File: src/sv/dwpid_pkg.sv
`timescale 1ns / 1ps
// Package for the dual-wheel PID speed controller.
// Holds the item, configuration and state types and the widths used by the modules.
package dwpid_pkg;

    // Register indexes on the configuration port.
    localparam logic [2:0] CFG_PROP_GAIN    = 3'd0;
    localparam logic [2:0] CFG_INTEG_GAIN   = 3'd1;
    localparam logic [2:0] CFG_DERIV_GAIN   = 3'd2;
    localparam logic [2:0] CFG_STEP_TIME    = 3'd3;
    localparam logic [2:0] CFG_INVERSE_STEP = 3'd4;
    localparam logic [2:0] CFG_DRIVE_LIMIT  = 3'd5;
    localparam logic [2:0] CFG_TICK_SCALE   = 3'd6;

    localparam int CFG_IDX_W  = 3;
    localparam int CFG_DATA_W = 32;

    // Register values after reset.
    localparam logic [31:0] RST_PROP_GAIN    = 32'd82208;
    localparam logic [31:0] RST_INTEG_GAIN   = 32'd198345281;
    localparam logic [31:0] RST_DERIV_GAIN   = 32'd0;
    localparam logic [23:0] RST_STEP_TIME    = 24'd167772;
    localparam logic [15:0] RST_INVERSE_STEP = 16'd100;
    localparam logic [14:0] RST_DRIVE_LIMIT  = 15'd1000;
    localparam logic [30:0] RST_TICK_SCALE   = 31'd5487588;

    // Shared multiplier: signed 33 x 32 bits.
    localparam int MUL_A_W = 33;
    localparam int MUL_B_W = 32;
    localparam int MUL_P_W = MUL_A_W + MUL_B_W;

    localparam int ACC_W   = 60;
    localparam int INTEG_W = 48;
    localparam int DERIV_W = 50;

    typedef struct packed {
        logic signed [23:0] ticks_left;
        logic signed [23:0] ticks_right;
        logic signed [31:0] target_left;
        logic signed [31:0] target_right;
    } t_in_item;

    typedef struct packed {
        logic signed [15:0] drive_left;
        logic signed [15:0] drive_right;
        logic [14:0]        pwm_left;
        logic [14:0]        pwm_right;
        logic               dir_left;
        logic               dir_right;
    } t_out_item;

    typedef struct packed {
        logic signed [31:0] prop_gain;
        logic signed [31:0] integ_gain;
        logic signed [31:0] deriv_gain;
        logic [23:0]        step_time;
        logic [15:0]        inverse_step;
        logic [14:0]        drive_limit;
        logic [30:0]        tick_scale;
    } t_cfg;

    // Each step names the product issued to the multiplier in that cycle and
    // the write-back of the product issued in the step before.
    typedef enum logic [3:0] {
        ST_IDLE,
        ST_SPEED,
        ST_ERR,
        ST_INC,
        ST_DIFF,
        ST_PLO,
        ST_PHI,
        ST_ILO,
        ST_IHI,
        ST_DLO,
        ST_DHI,
        ST_LAST,
        ST_CLAMP,
        ST_DONE
    } t_state;

endpackage

File: src/sv/dwpid_mul.sv
`timescale 1ns / 1ps
// Shared signed multiplier with a registered product.
// Depends on dwpid_pkg for the operand widths.
module dwpid_mul import dwpid_pkg::*; (
    input  logic                      i_clk,
    input  logic signed [MUL_A_W-1:0] i_a,
    input  logic signed [MUL_B_W-1:0] i_b,
    output logic signed [MUL_P_W-1:0] o_p
);

    logic signed [MUL_P_W-1:0] r_p;
    logic signed [MUL_P_W-1:0] n_p;

    assign n_p = MUL_P_W'(i_a) * MUL_P_W'(i_b);

    always_ff @(posedge i_clk) begin
        r_p <= n_p;
    end

    assign o_p = r_p;

endmodule

File: src/sv/dwpid_core.sv
`timescale 1ns / 1ps
// Sequencer and datapath of the PID controller: runs both wheels in turn
// through the shared multiplier. Depends on dwpid_pkg and dwpid_mul.
module dwpid_core import dwpid_pkg::*; (
    input  logic      i_clk,
    input  logic      i_rst_n,
    input  t_cfg      i_cfg,
    input  logic      i_start,
    input  t_in_item  i_item,
    input  logic      i_out_free,
    output logic      o_busy,
    output logic      o_res_valid,
    output t_out_item o_res
);

    t_state r_state, n_state;
    logic   r_wheel;
    t_in_item r_item;

    logic signed [31:0]        r_err;
    logic signed [DERIV_W-1:0] r_deriv;
    logic signed [ACC_W-1:0]   r_acc;
    logic signed [INTEG_W-1:0] r_integ [2];
    logic signed [31:0]        r_last [2];
    logic [14:0]               r_mag [2];
    logic                      r_neg [2];

    logic signed [MUL_A_W-1:0] mul_a;
    logic signed [MUL_B_W-1:0] mul_b;
    logic signed [MUL_P_W-1:0] prod;

    logic signed [23:0]        sel_ticks;
    logic signed [31:0]        sel_target;
    logic signed [INTEG_W-1:0] sel_integ;
    logic signed [31:0]        sel_last;

    logic signed [47:0]        err_wide;
    logic signed [31:0]        err_sat;
    logic signed [31:0]        inc;
    logic signed [INTEG_W:0]   integ_sum;
    logic signed [INTEG_W-1:0] integ_sat;
    logic signed [ACC_W-1:0]   term_lo;
    logic signed [ACC_W-1:0]   term_hi;
    logic signed [ACC_W-1:0]   lim;
    logic signed [ACC_W-1:0]   neg_lim;
    logic signed [ACC_W-1:0]   v_cl;
    logic [31:0]               v_mag;
    logic [14:0]               mag_l, mag_r;

    dwpid_mul u_mul (
        .i_clk (i_clk),
        .i_a   (mul_a),
        .i_b   (mul_b),
        .o_p   (prod)
    );

    assign sel_ticks  = r_wheel ? r_item.ticks_right  : r_item.ticks_left;
    assign sel_target = r_wheel ? r_item.target_right : r_item.target_left;
    assign sel_integ  = r_integ[r_wheel];
    assign sel_last   = r_last[r_wheel];

    // Operand selection for the product issued in the current step.
    always_comb begin
        mul_a = '0;
        mul_b = '0;
        unique case (r_state)
            ST_SPEED: begin
                mul_a = {{9{sel_ticks[23]}}, sel_ticks};
                mul_b = {1'b0, i_cfg.tick_scale};
            end
            ST_INC: begin
                mul_a = {r_err[31], r_err};
                mul_b = {8'b0, i_cfg.step_time};
            end
            ST_DIFF: begin
                mul_a = {r_err[31], r_err} - {sel_last[31], sel_last};
                mul_b = {16'b0, i_cfg.inverse_step};
            end
            ST_PLO: begin
                mul_a = {9'b0, r_err[23:0]};
                mul_b = i_cfg.prop_gain;
            end
            ST_PHI: begin
                mul_a = {{25{r_err[31]}}, r_err[31:24]};
                mul_b = i_cfg.prop_gain;
            end
            ST_ILO: begin
                mul_a = {9'b0, sel_integ[23:0]};
                mul_b = i_cfg.integ_gain;
            end
            ST_IHI: begin
                mul_a = {{9{sel_integ[INTEG_W-1]}}, sel_integ[INTEG_W-1:24]};
                mul_b = i_cfg.integ_gain;
            end
            ST_DLO: begin
                mul_a = {9'b0, r_deriv[23:0]};
                mul_b = i_cfg.deriv_gain;
            end
            ST_DHI: begin
                mul_a = {{7{r_deriv[DERIV_W-1]}}, r_deriv[DERIV_W-1:24]};
                mul_b = i_cfg.deriv_gain;
            end
            default: begin
                mul_a = '0;
                mul_b = '0;
            end
        endcase
    end

    // Error: target minus scaled speed, saturated to 32 bits.
    assign err_wide = {{16{sel_target[31]}}, sel_target} - prod[55:8];
    always_comb begin
        if (!err_wide[47] && (|err_wide[46:31])) begin
            err_sat = 32'sh7FFF_FFFF;
        end else if (err_wide[47] && !(&err_wide[46:31])) begin
            err_sat = 32'sh8000_0000;
        end else begin
            err_sat = err_wide[31:0];
        end
    end

    // Integral update, saturated to 48 bits.
    assign inc       = prod[55:24];
    assign integ_sum = {sel_integ[INTEG_W-1], sel_integ} + {{17{inc[31]}}, inc};
    always_comb begin
        if (integ_sum[INTEG_W] != integ_sum[INTEG_W-1]) begin
            integ_sat = integ_sum[INTEG_W] ? {1'b1, {(INTEG_W-1){1'b0}}}
                                           : {1'b0, {(INTEG_W-1){1'b1}}};
        end else begin
            integ_sat = integ_sum[INTEG_W-1:0];
        end
    end

    // Each gain product is split: the low 24 bits of the operand give a term
    // that is floored by 2^24, the high part a term that needs no shift.
    assign term_lo = {{(ACC_W-41){prod[MUL_P_W-1]}}, prod[MUL_P_W-1:24]};
    assign term_hi = prod[ACC_W-1:0];

    assign lim     = {{(ACC_W-31){1'b0}}, i_cfg.drive_limit, 16'b0};
    assign neg_lim = '0 - lim;
    always_comb begin
        if (r_acc > lim) begin
            v_cl = lim;
        end else if (r_acc < neg_lim) begin
            v_cl = neg_lim;
        end else begin
            v_cl = r_acc;
        end
    end
    assign v_mag = v_cl[31] ? (32'd0 - v_cl[31:0]) : v_cl[31:0];

    always_comb begin
        n_state = r_state;
        unique case (r_state)
            ST_IDLE:  if (i_start) n_state = ST_SPEED;
            ST_SPEED: n_state = ST_ERR;
            ST_ERR:   n_state = ST_INC;
            ST_INC:   n_state = ST_DIFF;
            ST_DIFF:  n_state = ST_PLO;
            ST_PLO:   n_state = ST_PHI;
            ST_PHI:   n_state = ST_ILO;
            ST_ILO:   n_state = ST_IHI;
            ST_IHI:   n_state = ST_DLO;
            ST_DLO:   n_state = ST_DHI;
            ST_DHI:   n_state = ST_LAST;
            ST_LAST:  n_state = ST_CLAMP;
            ST_CLAMP: n_state = r_wheel ? ST_DONE : ST_SPEED;
            ST_DONE:  if (i_out_free) n_state = ST_IDLE;
            default:  n_state = ST_IDLE;
        endcase
    end

    always_ff @(posedge i_clk) begin
        if (!i_rst_n) begin
            r_state <= ST_IDLE;
        end else begin
            r_state <= n_state;
        end
    end

    // Control and kept state.
    always_ff @(posedge i_clk) begin
        if (!i_rst_n) begin
            r_wheel    <= 1'b0;
            r_integ[0] <= '0;
            r_integ[1] <= '0;
            r_last[0]  <= '0;
            r_last[1]  <= '0;
        end else begin
            if (r_state == ST_IDLE && i_start) begin
                r_wheel <= 1'b0;
            end else if (r_state == ST_CLAMP) begin
                r_wheel <= ~r_wheel;
            end
            if (r_state == ST_DIFF) begin
                r_integ[r_wheel] <= integ_sat;
            end
            if (r_state == ST_PLO) begin
                r_last[r_wheel] <= r_err;
            end
        end
    end

    // Working registers.
    always_ff @(posedge i_clk) begin
        if (r_state == ST_IDLE && i_start) begin
            r_item <= i_item;
        end
        unique case (r_state)
            ST_ERR:   r_err   <= err_sat;
            ST_PLO:   r_deriv <= prod[DERIV_W-1:0];
            ST_PHI:   r_acc   <= term_lo;
            ST_ILO:   r_acc   <= r_acc + term_hi;
            ST_IHI:   r_acc   <= r_acc + term_lo;
            ST_DLO:   r_acc   <= r_acc + term_hi;
            ST_DHI:   r_acc   <= r_acc + term_lo;
            ST_LAST:  r_acc   <= r_acc + term_hi;
            ST_CLAMP: begin
                r_mag[r_wheel] <= v_mag[30:16];
                r_neg[r_wheel] <= v_cl[31];
            end
            default: begin
            end
        endcase
    end

    assign mag_l = r_mag[0];
    assign mag_r = r_mag[1];

    always_comb begin
        o_res.drive_left  = r_neg[0] ? (16'sd0 - {1'b0, mag_l}) : {1'b0, mag_l};
        o_res.drive_right = r_neg[1] ? (16'sd0 - {1'b0, mag_r}) : {1'b0, mag_r};
        o_res.pwm_left    = mag_l;
        o_res.pwm_right   = mag_r;
        o_res.dir_left    = ~r_neg[0];
        o_res.dir_right   = r_neg[1];
    end

    assign o_busy      = (r_state != ST_IDLE);
    assign o_res_valid = (r_state == ST_DONE);

endmodule

File: src/sv/dual_wheel_pid_speed_control.sv
`timescale 1ns / 1ps
// Dual-wheel PID speed controller, top level.
// Input channel: one item per control tick carries the encoder tick counts
// and the Q16.16 target speeds of both wheels. It is accepted when
// i_in_valid is high and o_in_stall is low. Output channel: one item with
// the clamped drive, PWM magnitude and direction bit of each wheel, taken
// when o_out_valid is high and i_out_stall is low.
// An item passes through twelve steps per wheel on the single shared
// multiplier (nine products each, plus error, clamp and drain steps),
// and one to hand over. A new item is accepted in the cycle after the
// result is loaded into the output register, so items do not overlap.
// o_in_stall is high while an item is being worked on or waits to hand over.
// When the receiver stalls, the finished result stays in the output
// register; a following item may be accepted and worked on, and waits at
// its end until the output register is free.
// Synchronous reset (i_rst_n low) clears the integrals and last errors of
// both wheels, empties the output register and reloads the configuration
// registers with their defaults. The user must see that configuration is
// written only while idle; the block itself does not enforce it.
module dual_wheel_pid_speed_control import dwpid_pkg::*; (
    input  logic                  i_clk,
    input  logic                  i_rst_n,
    input  logic                  i_in_valid,
    output logic                  o_in_stall,
    input  t_in_item              i_in_data,
    output logic                  o_out_valid,
    input  logic                  i_out_stall,
    output t_out_item             o_out_data,
    input  logic                  i_cfg_we,
    input  logic [CFG_IDX_W-1:0]  i_cfg_index,
    input  logic [CFG_DATA_W-1:0] i_cfg_data
);

    t_cfg      r_cfg;
    t_out_item r_out;
    logic      r_out_valid;

    logic      core_busy;
    logic      res_valid;
    t_out_item res;
    logic      out_free;
    logic      in_accept;

    assign out_free  = !r_out_valid || !i_out_stall;
    assign in_accept = i_in_valid && !core_busy;

    dwpid_core u_core (
        .i_clk       (i_clk),
        .i_rst_n     (i_rst_n),
        .i_cfg       (r_cfg),
        .i_start     (in_accept),
        .i_item      (i_in_data),
        .i_out_free  (out_free),
        .o_busy      (core_busy),
        .o_res_valid (res_valid),
        .o_res       (res)
    );

    always_ff @(posedge i_clk) begin
        if (!i_rst_n) begin
            r_cfg.prop_gain    <= RST_PROP_GAIN;
            r_cfg.integ_gain   <= RST_INTEG_GAIN;
            r_cfg.deriv_gain   <= RST_DERIV_GAIN;
            r_cfg.step_time    <= RST_STEP_TIME;
            r_cfg.inverse_step <= RST_INVERSE_STEP;
            r_cfg.drive_limit  <= RST_DRIVE_LIMIT;
            r_cfg.tick_scale   <= RST_TICK_SCALE;
        end else if (i_cfg_we) begin
            unique case (i_cfg_index)
                CFG_PROP_GAIN:    r_cfg.prop_gain    <= i_cfg_data;
                CFG_INTEG_GAIN:   r_cfg.integ_gain   <= i_cfg_data;
                CFG_DERIV_GAIN:   r_cfg.deriv_gain   <= i_cfg_data;
                CFG_STEP_TIME:    r_cfg.step_time    <= i_cfg_data[23:0];
                CFG_INVERSE_STEP: r_cfg.inverse_step <= i_cfg_data[15:0];
                CFG_DRIVE_LIMIT:  r_cfg.drive_limit  <= i_cfg_data[14:0];
                CFG_TICK_SCALE:   r_cfg.tick_scale   <= i_cfg_data[30:0];
                default: begin
                end
            endcase
        end
    end

    always_ff @(posedge i_clk) begin
        if (!i_rst_n) begin
            r_out_valid <= 1'b0;
        end else if (res_valid && out_free) begin
            r_out_valid <= 1'b1;
        end else if (!i_out_stall) begin
            r_out_valid <= 1'b0;
        end
    end

    always_ff @(posedge i_clk) begin
        if (res_valid && out_free) begin
            r_out <= res;
        end
    end

    assign o_in_stall  = core_busy;
    assign o_out_valid = r_out_valid;
    assign o_out_data  = r_out;

endmodule
File: config.mk
export PLATFORM = sky130hd
export DESIGN_NAME = dual_wheel_pid_speed_control
export DESIGN_NICKNAME = d
export VERILOG_FILES = /design/src/sv/dwpid_pkg.sv /design/src/sv/dwpid_mul.sv /design/src/sv/dwpid_core.sv /design/src/sv/dual_wheel_pid_speed_control.sv
export SDC_FILE = /design/constraint.sdc
export NUM_CORES = 2
export LEC_CHECK = 0
export BUFFER_PORTS_ARGS = -buffer_cell sky130_fd_sc_hd__clkbuf_2
export CAP_MARGIN = 40
export CORE_ASPECT_RATIO = 2
export CORE_MARGIN = 3
export CORE_UTILIZATION = 51
export DETAILED_ROUTE_END_ITERATION = 7
export PLACE_DENSITY = 0.68
export SYNTH_ARGS = -nofsm -noshare
export SYNTH_HDL_FRONTEND = slang
export SYNTH_SLANG_ARGS = --single-unit
File: constraint.sdc
create_clock -name i_clk -period 15.3 [get_ports i_clk]
set_input_delay 1.53 -clock i_clk [delete_from_list [all_inputs] [get_ports i_clk]]
set_output_delay 1.53 -clock i_clk [all_outputs]
set_load 0.03 [all_outputs]
; Word-level counts from Yosys, hierarchy flattened
; Memories as Yosys holds them, arrays and structs flattened. A register that Yosys moved wholly into a read port is not among the register bits.
; Index checks and enable logic that the tools add are counted.
[op_classes]
n_lt_le_gt_ge = 2
eq_ne = 23
reduce_logical = 33
addsub = 9
bitwise_logic = 3
div_mod_pow = 0
shifts = 0
n_mul = 1
n_mux = 38
[ops]
columns = operator, n
row1 = $pmux 33 s9, 1
row2 = $pmux 32 s6, 1
row3 = $pmux 60 s3, 1
row4 = $mux 32, 5
row5 = $mux 48, 3
row6 = $mul 33x32->65, 1
row7 = $add 60x41->60, 1
row8 = $add 60x60->60, 1
row9 = $gt 60x32->1, 1
row10 = $lt 60x32->1, 1
row11 = $pmux 4 s14, 1
row12 = $add 48x32->49, 1
row13 = $reduce_or 48->1, 1
row14 = $sub 48x48->48, 1
row15 = $sub 32x32->33, 1
row16 = $reduce_or 32->1, 1
row17 = $sub 1x15->16 const A, 2
row18 = $sub 1x31->32 const A, 1
row19 = $mux 31, 1
row20 = $sub 1x31->31 const A, 1
row21 = $mux 15, 2
row22 = $eq 4x4->1 const B, 6
row23 = $mux 24, 1
row24 = $mux 1, 19
row25 = 22 further kinds, 54
[word_totals]
input_bits = 152
latch_bits = 0
mem_bits_rw = 192
out_inout_bits = 66
elab_cells = 139
n_memories = 4
mem_bits_ro = 0
regBits = 571
[memory_table]
columns = memory, depth, width, rd, rd_clocked_by_memory_dff, wr, line_no
row1 = u_core.r_integ, 2, 48, 1, 1, 2, dwpid_core.sv:23  ; logic signed [INTEG_W-1:0] r_integ [2];
row2 = u_core.r_last, 2, 32, 1, 1, 2, dwpid_core.sv:24  ; logic signed [31:0] r_last [2];
row3 = u_core.r_mag, 2, 15, 2, 0, 1, dwpid_core.sv:25  ; logic [14:0] r_mag [2];
row4 = u_core.r_neg, 2, 1, 2, 0, 1, dwpid_core.sv:26  ; logic r_neg [2];

; Depth between registers and ports, before layout
[logic_depth]
ltp_word = 6
mapped_depth = 49

; Hierarchy
; From an unflattened synthesis, not the netlist that was laid out.
[hier_totals]
cells_unflattened = 8136
area_unflattened_um2 = 80352.1
[modules_own_cells]
columns = mod, n_inst, cells_each, area_each_um2
row1 = dwpid_mul, 1, 4055, 38593.3
row2 = dwpid_core, 1, 3348, 32890.3
row3 = dual_wheel_pid_speed_control, 1, 733, 8868.5

; Worst setup path before layout
; No wires, ideal clock.
[synth_timing]
path_type = register to register
startpoint = register (tool-made name)
endpoint = register u_core.u_mul.r_p[63] (netlist: u_core.u_mul.o_p[63])
path_buffers = 6
path_slack_ns = 3.141
required_time_ns = 15.228
arrival_time_ns = 12.087
setup_time_ns = 0.072
path_stages_with_launch = 45
synth_period_minus_slack_ns = 12.159
cell_sequence = dfxtp_1 -> clkbuf_1 -> buf_1 -> buf_1 -> clkbuf_1 -> clkbuf_1 -> mux2i_1 -> ha_1 -> a21o_1 -> a21o_1 -> a21o_1 -> a22o_1 -> o2111ai_1 -> o21ai_1 -> o41a_1 -> nand3_1 -> a311o_1 -> clkbuf_1 -> [9 not listed] -> fa_1 -> inv_1 -> fa_1 -> inv_1 -> fa_1 -> inv_1 -> fa_1 -> ha_1 -> a21o_1 -> a21o_1 -> a21oi_1 -> o21bai_1 -> a21oi_1 -> inv_1 -> a21oi_1 -> o31ai_1 -> a21oi_1 -> xnor2_1
[synth_lines]
columns = item, line_no
row1 = to (signal assigned), dwpid_mul.sv:17  ; r_p <= n_p;
row2 = to (decl), dwpid_mul.sv:11  ; logic signed [MUL_P_W-1:0] r_p;

==> results.sh <==
export IMPL_status="finished clean"
export IMPL_power_density_nw_per_um2=120
export IMPL_slowest_stage="o31ai_1"
export IMPL_antenna_left=0
export IMPL_tightest_slew_ps=994
export IMPL_rsz0062_at_grt="false"
export IMPL_startpoint_type="flop"
export IMPL_num_io_pins=218
export IMPL_hp_class="reg -> reg"
export IMPL_synth_edf_count=508
export IMPL_grt_pass1_wl_mm=430
export IMPL_r2r_cells=39
export IMPL_area_delta_synth_final_pct=8.33
export IMPL_core_area_um2=154000
export IMPL_critical_path_arrival_ps=13090
export IMPL_drt_iter0_drc=4591
export IMPL_yosys_area_top_type="fa_1"
export IMPL_synth_top_area_frac=0.282
export IMPL_vdd_drop_max_mv=0.118
export IMPL_start_util=0.513
export IMPL_dieArea_um2=160000
export IMPL_die_h_um=563
export IMPL_hold_path_cell_count=2
export IMPL_avgRoutedWirePerCell_um=27.4
export IMPL_row_count=204
export IMPL_clk_latency_ps=670
export IMPL_grt_overflow_total=0
export IMPL_ys_seq_area_frac=0.257
export IMPL_synth_warnings=0
export IMPL_power_mw=10.3
export IMPL_viasPerCell=5.95
export IMPL_async_flop_share=0
export IMPL_num_nets_final=10225
export IMPL_grt_max_degree=88
export IMPL_fin_crit_ps=12540
export IMPL_ys_types=97
export IMPL_max_slew_margin=0.337
export IMPL_setup_viol=0
export IMPL_cts_buffers=66
export IMPL_fill_cells=13920
export IMPL_critPathCaptureType="flop"
export IMPL_path_max_fanout=36
export IMPL_finalClockSkew_ps=38.4
export IMPL_tns_ps=0
export IMPL_cap_violations=0
export IMPL_cts_sinks=762
export IMPL_required_ps=15860
export IMPL_grt_usage=0.366
export IMPL_slew_viol_final=0
export IMPL_clock_fmax_mhz=79.8
export IMPL_cts_clk_slew_worst_paths_ps=80
export IMPL_firstDrtPassIters=7
export IMPL_clockBufferDepth=3
export IMPL_numPortBuffers=217
export IMPL_gp_congestion=1.04
export IMPL_die_w_um=285
export IMPL_slowest_delay_ps=770
export IMPL_hold_violations=0
export IMPL_cp_common_cell="fa_1"
export IMPL_remaining_drc_errors=0
export IMPL_synth_seq_cells=762
export IMPL_vias=63369
export IMPL_leakage_nw=38.6
export IMPL_multi_input_area_um2=52900
export IMPL_seq_area_um2=20300
export IMPL_ctsHtreeMaxLevel=3
export IMPL_cts_setup_buffers=0
export IMPL_syn_nets=10142
export IMPL_dp_hpwl_mm=232
export IMPL_clockRootBuffer="clkbuf_16"
export IMPL_routed_wl_mm=291
export IMPL_cts_tree="built"
export IMPL_drive_gt1_frac=0.0852
export IMPL_postCtsResizedCells=0
export IMPL_synth_main_ff_cell="edfxtp_1"
export IMPL_critPathKind="reg -> reg"
export IMPL_synth_cells=8438
export IMPL_post_route_period_util=0.820
export IMPL_avgSynthCellArea_um2=9.39
export IMPL_antenna_found_initial=16
export IMPL_ys_top_cells_by_area="fa_1 (28%), edfxtp_1 (19%), ha_1 (6.9%), dfxtp_1 (6.4%), inv_1 (6.2%)"
export IMPL_postCtsHoldBufs=0
export IMPL_synth_area_um2=79200
export IMPL_grt_pass1_vias=68244
routing by layer:
metal	vias up	share of wire	track usage
li1	27594	-	-
met1	31703	0.31	0.357
met2	2801	0.52	0.667
met3	1255	0.058	0.0519
met4	16	0.12	0.330
met5	-	0.00035	0
layout by cell type (no fill, tap or decap), drive strengths merged, types with 30 or more instances in the layout:
master  count
o21a       35
a21o      194
nand3     117
clkbuf    306
nor2b      42
mux2       88
a21oi     321
dfxtp     254
xor2       98
o21ai     258
or3        50
fa       1116
a211oi     31
edfxtp    508
and2       72
mux2i      63
and3       70
o21bai     45
xnor2     185
o31ai      30
nor2      761
a21boi    145
nand2    1234
nand4      80
a31oi      38
nand2b     56
inv      1308
ha        436
buf       192
nor3       65
final timing paths:
path | endpoint | slack, ps | startpoint
setup / recovery | u_core.u_mul.o_p[63] | 2760 | flop
hold / removal | r_cfg[112] | 460 | r_cfg[112]
setup reg to reg | u_core.u_mul.o_p[63] | 2760 | flop
hold reg to reg | r_cfg[112] | 460 | r_cfg[112]
area by class of cell:
class | count | area share
timing repair buffer | 408 | 0.0332
tap | 2060 | 0.0300
clock inverter | 29 | 0.00418
multi-input combinational | 5980 | 0.616
clock buffer | 90 | 0.0222
antenna | 14 | 0.000408
inverter | 1303 | 0.0570
sequential | 762 | 0.237
per-stage QoR:
step / std cells / utilization / setup slack [ps] / area (µm²) / hold WS, ps
2_1_floorplan: 8438 / - / 3140 / 79200 / 408
3_3_place_gp: 10485 / 0.537 / 2560 / 83000 / 449
3_5_place_dp: 10510 / 0.541 / 3040 / 83500 / 455
5_1_grt: 10638 / 0.556 / 2320 / 85800 / 480
4_1_cts: 10629 / 0.555 / 2960 / 85800 / 466
6_report: 10646 / 0.556 / 2760 / 85800 / 463
synthesized netlist by cell type, types with 22 or more instances:
| cell | instances |
|---|---|
| inv_1 | 1299 |
| mux2_2 | 88 |
| ha_1 | 436 |
| a211oi_1 | 29 |
| nand2_1 | 1234 |
| nor2b_1 | 42 |
| o21bai_1 | 45 |
| nand2b_1 | 56 |
| mux2i_1 | 63 |
| or3_1 | 50 |
| a222oi_1 | 26 |
| a221o_1 | 28 |
| xor2_1 | 98 |
| and4_1 | 26 |
| a31oi_1 | 37 |
| o21a_1 | 35 |
| edfxtp_1 | 508 |
| clkbuf_1 | 359 |
| a21boi_0 | 142 |
| o31ai_1 | 29 |
| and3_1 | 70 |
| buf_1 | 23 |
| nor3_1 | 65 |
| nand4_1 | 80 |
| o211ai_1 | 26 |
| and2_1 | 69 |
| a21o_1 | 194 |
| xnor2_1 | 185 |
| nor2_1 | 761 |
| o21ai_0 | 246 |
| a21oi_1 | 315 |
| nand3_1 | 117 |
| dfxtp_1 | 254 |
| a22oi_1 | 22 |
| fa_1 | 1116 |
| or2_2 | 22 |
flip-flops by register name, summed over array words and instances, names as in the netlist, named ones only:
register / cells
r_cfg: 182
u_core.r_item: 112
u_core.r_integ: 96
u_core.u_mul.o_p: 65
u_core.r_last: 64
o_out_data: 62
u_core.r_acc: 60
u_core.r_deriv: 50
u_core.r_err: 32
u_core.r_mag: 30
u_core.r_state: 4
u_core.r_neg: 2
o_out_valid: 1
u_core.r_wheel: 1
power breakdown:
group / leakage, nW / switching, mW / internal (mW)
combinational: 30.6 / 3.65 / 2.03
clock: 1.11 / 0.832 / 1.00
sequential: 6.93 / 0.328 / 2.44
total: 38.6 / 4.81 / 5.47
logic make-up after synthesis:
family | after synthesis | synth area share
buffers and inverters | 1696 | 0.0808
AOI/OAI and AO/OA | 1345 | 0.115
DFF | 762 | 0.257
xor gates and xnor gates | 284 | 0.0316
muxes | 151 | 0.0205
adders and majority gates | 1556 | 0.351
and+or+nand+nor | 2644 | 0.144
critical path: cells and delay by family (launching register included):
family | cells | cell delay, ps
and+or+nand+nor | 7 | 1240
muxes | 1 | 310
AOI/OAI and AO/OA | 15 | 4460
xor gates and xnor gates | 1 | 130
adders and majority gates | 10 | 4830
DFF | 1 | 750
buffers and inverters | 5 | 670
No activity file was read; power rests on OpenSTA's default activity.
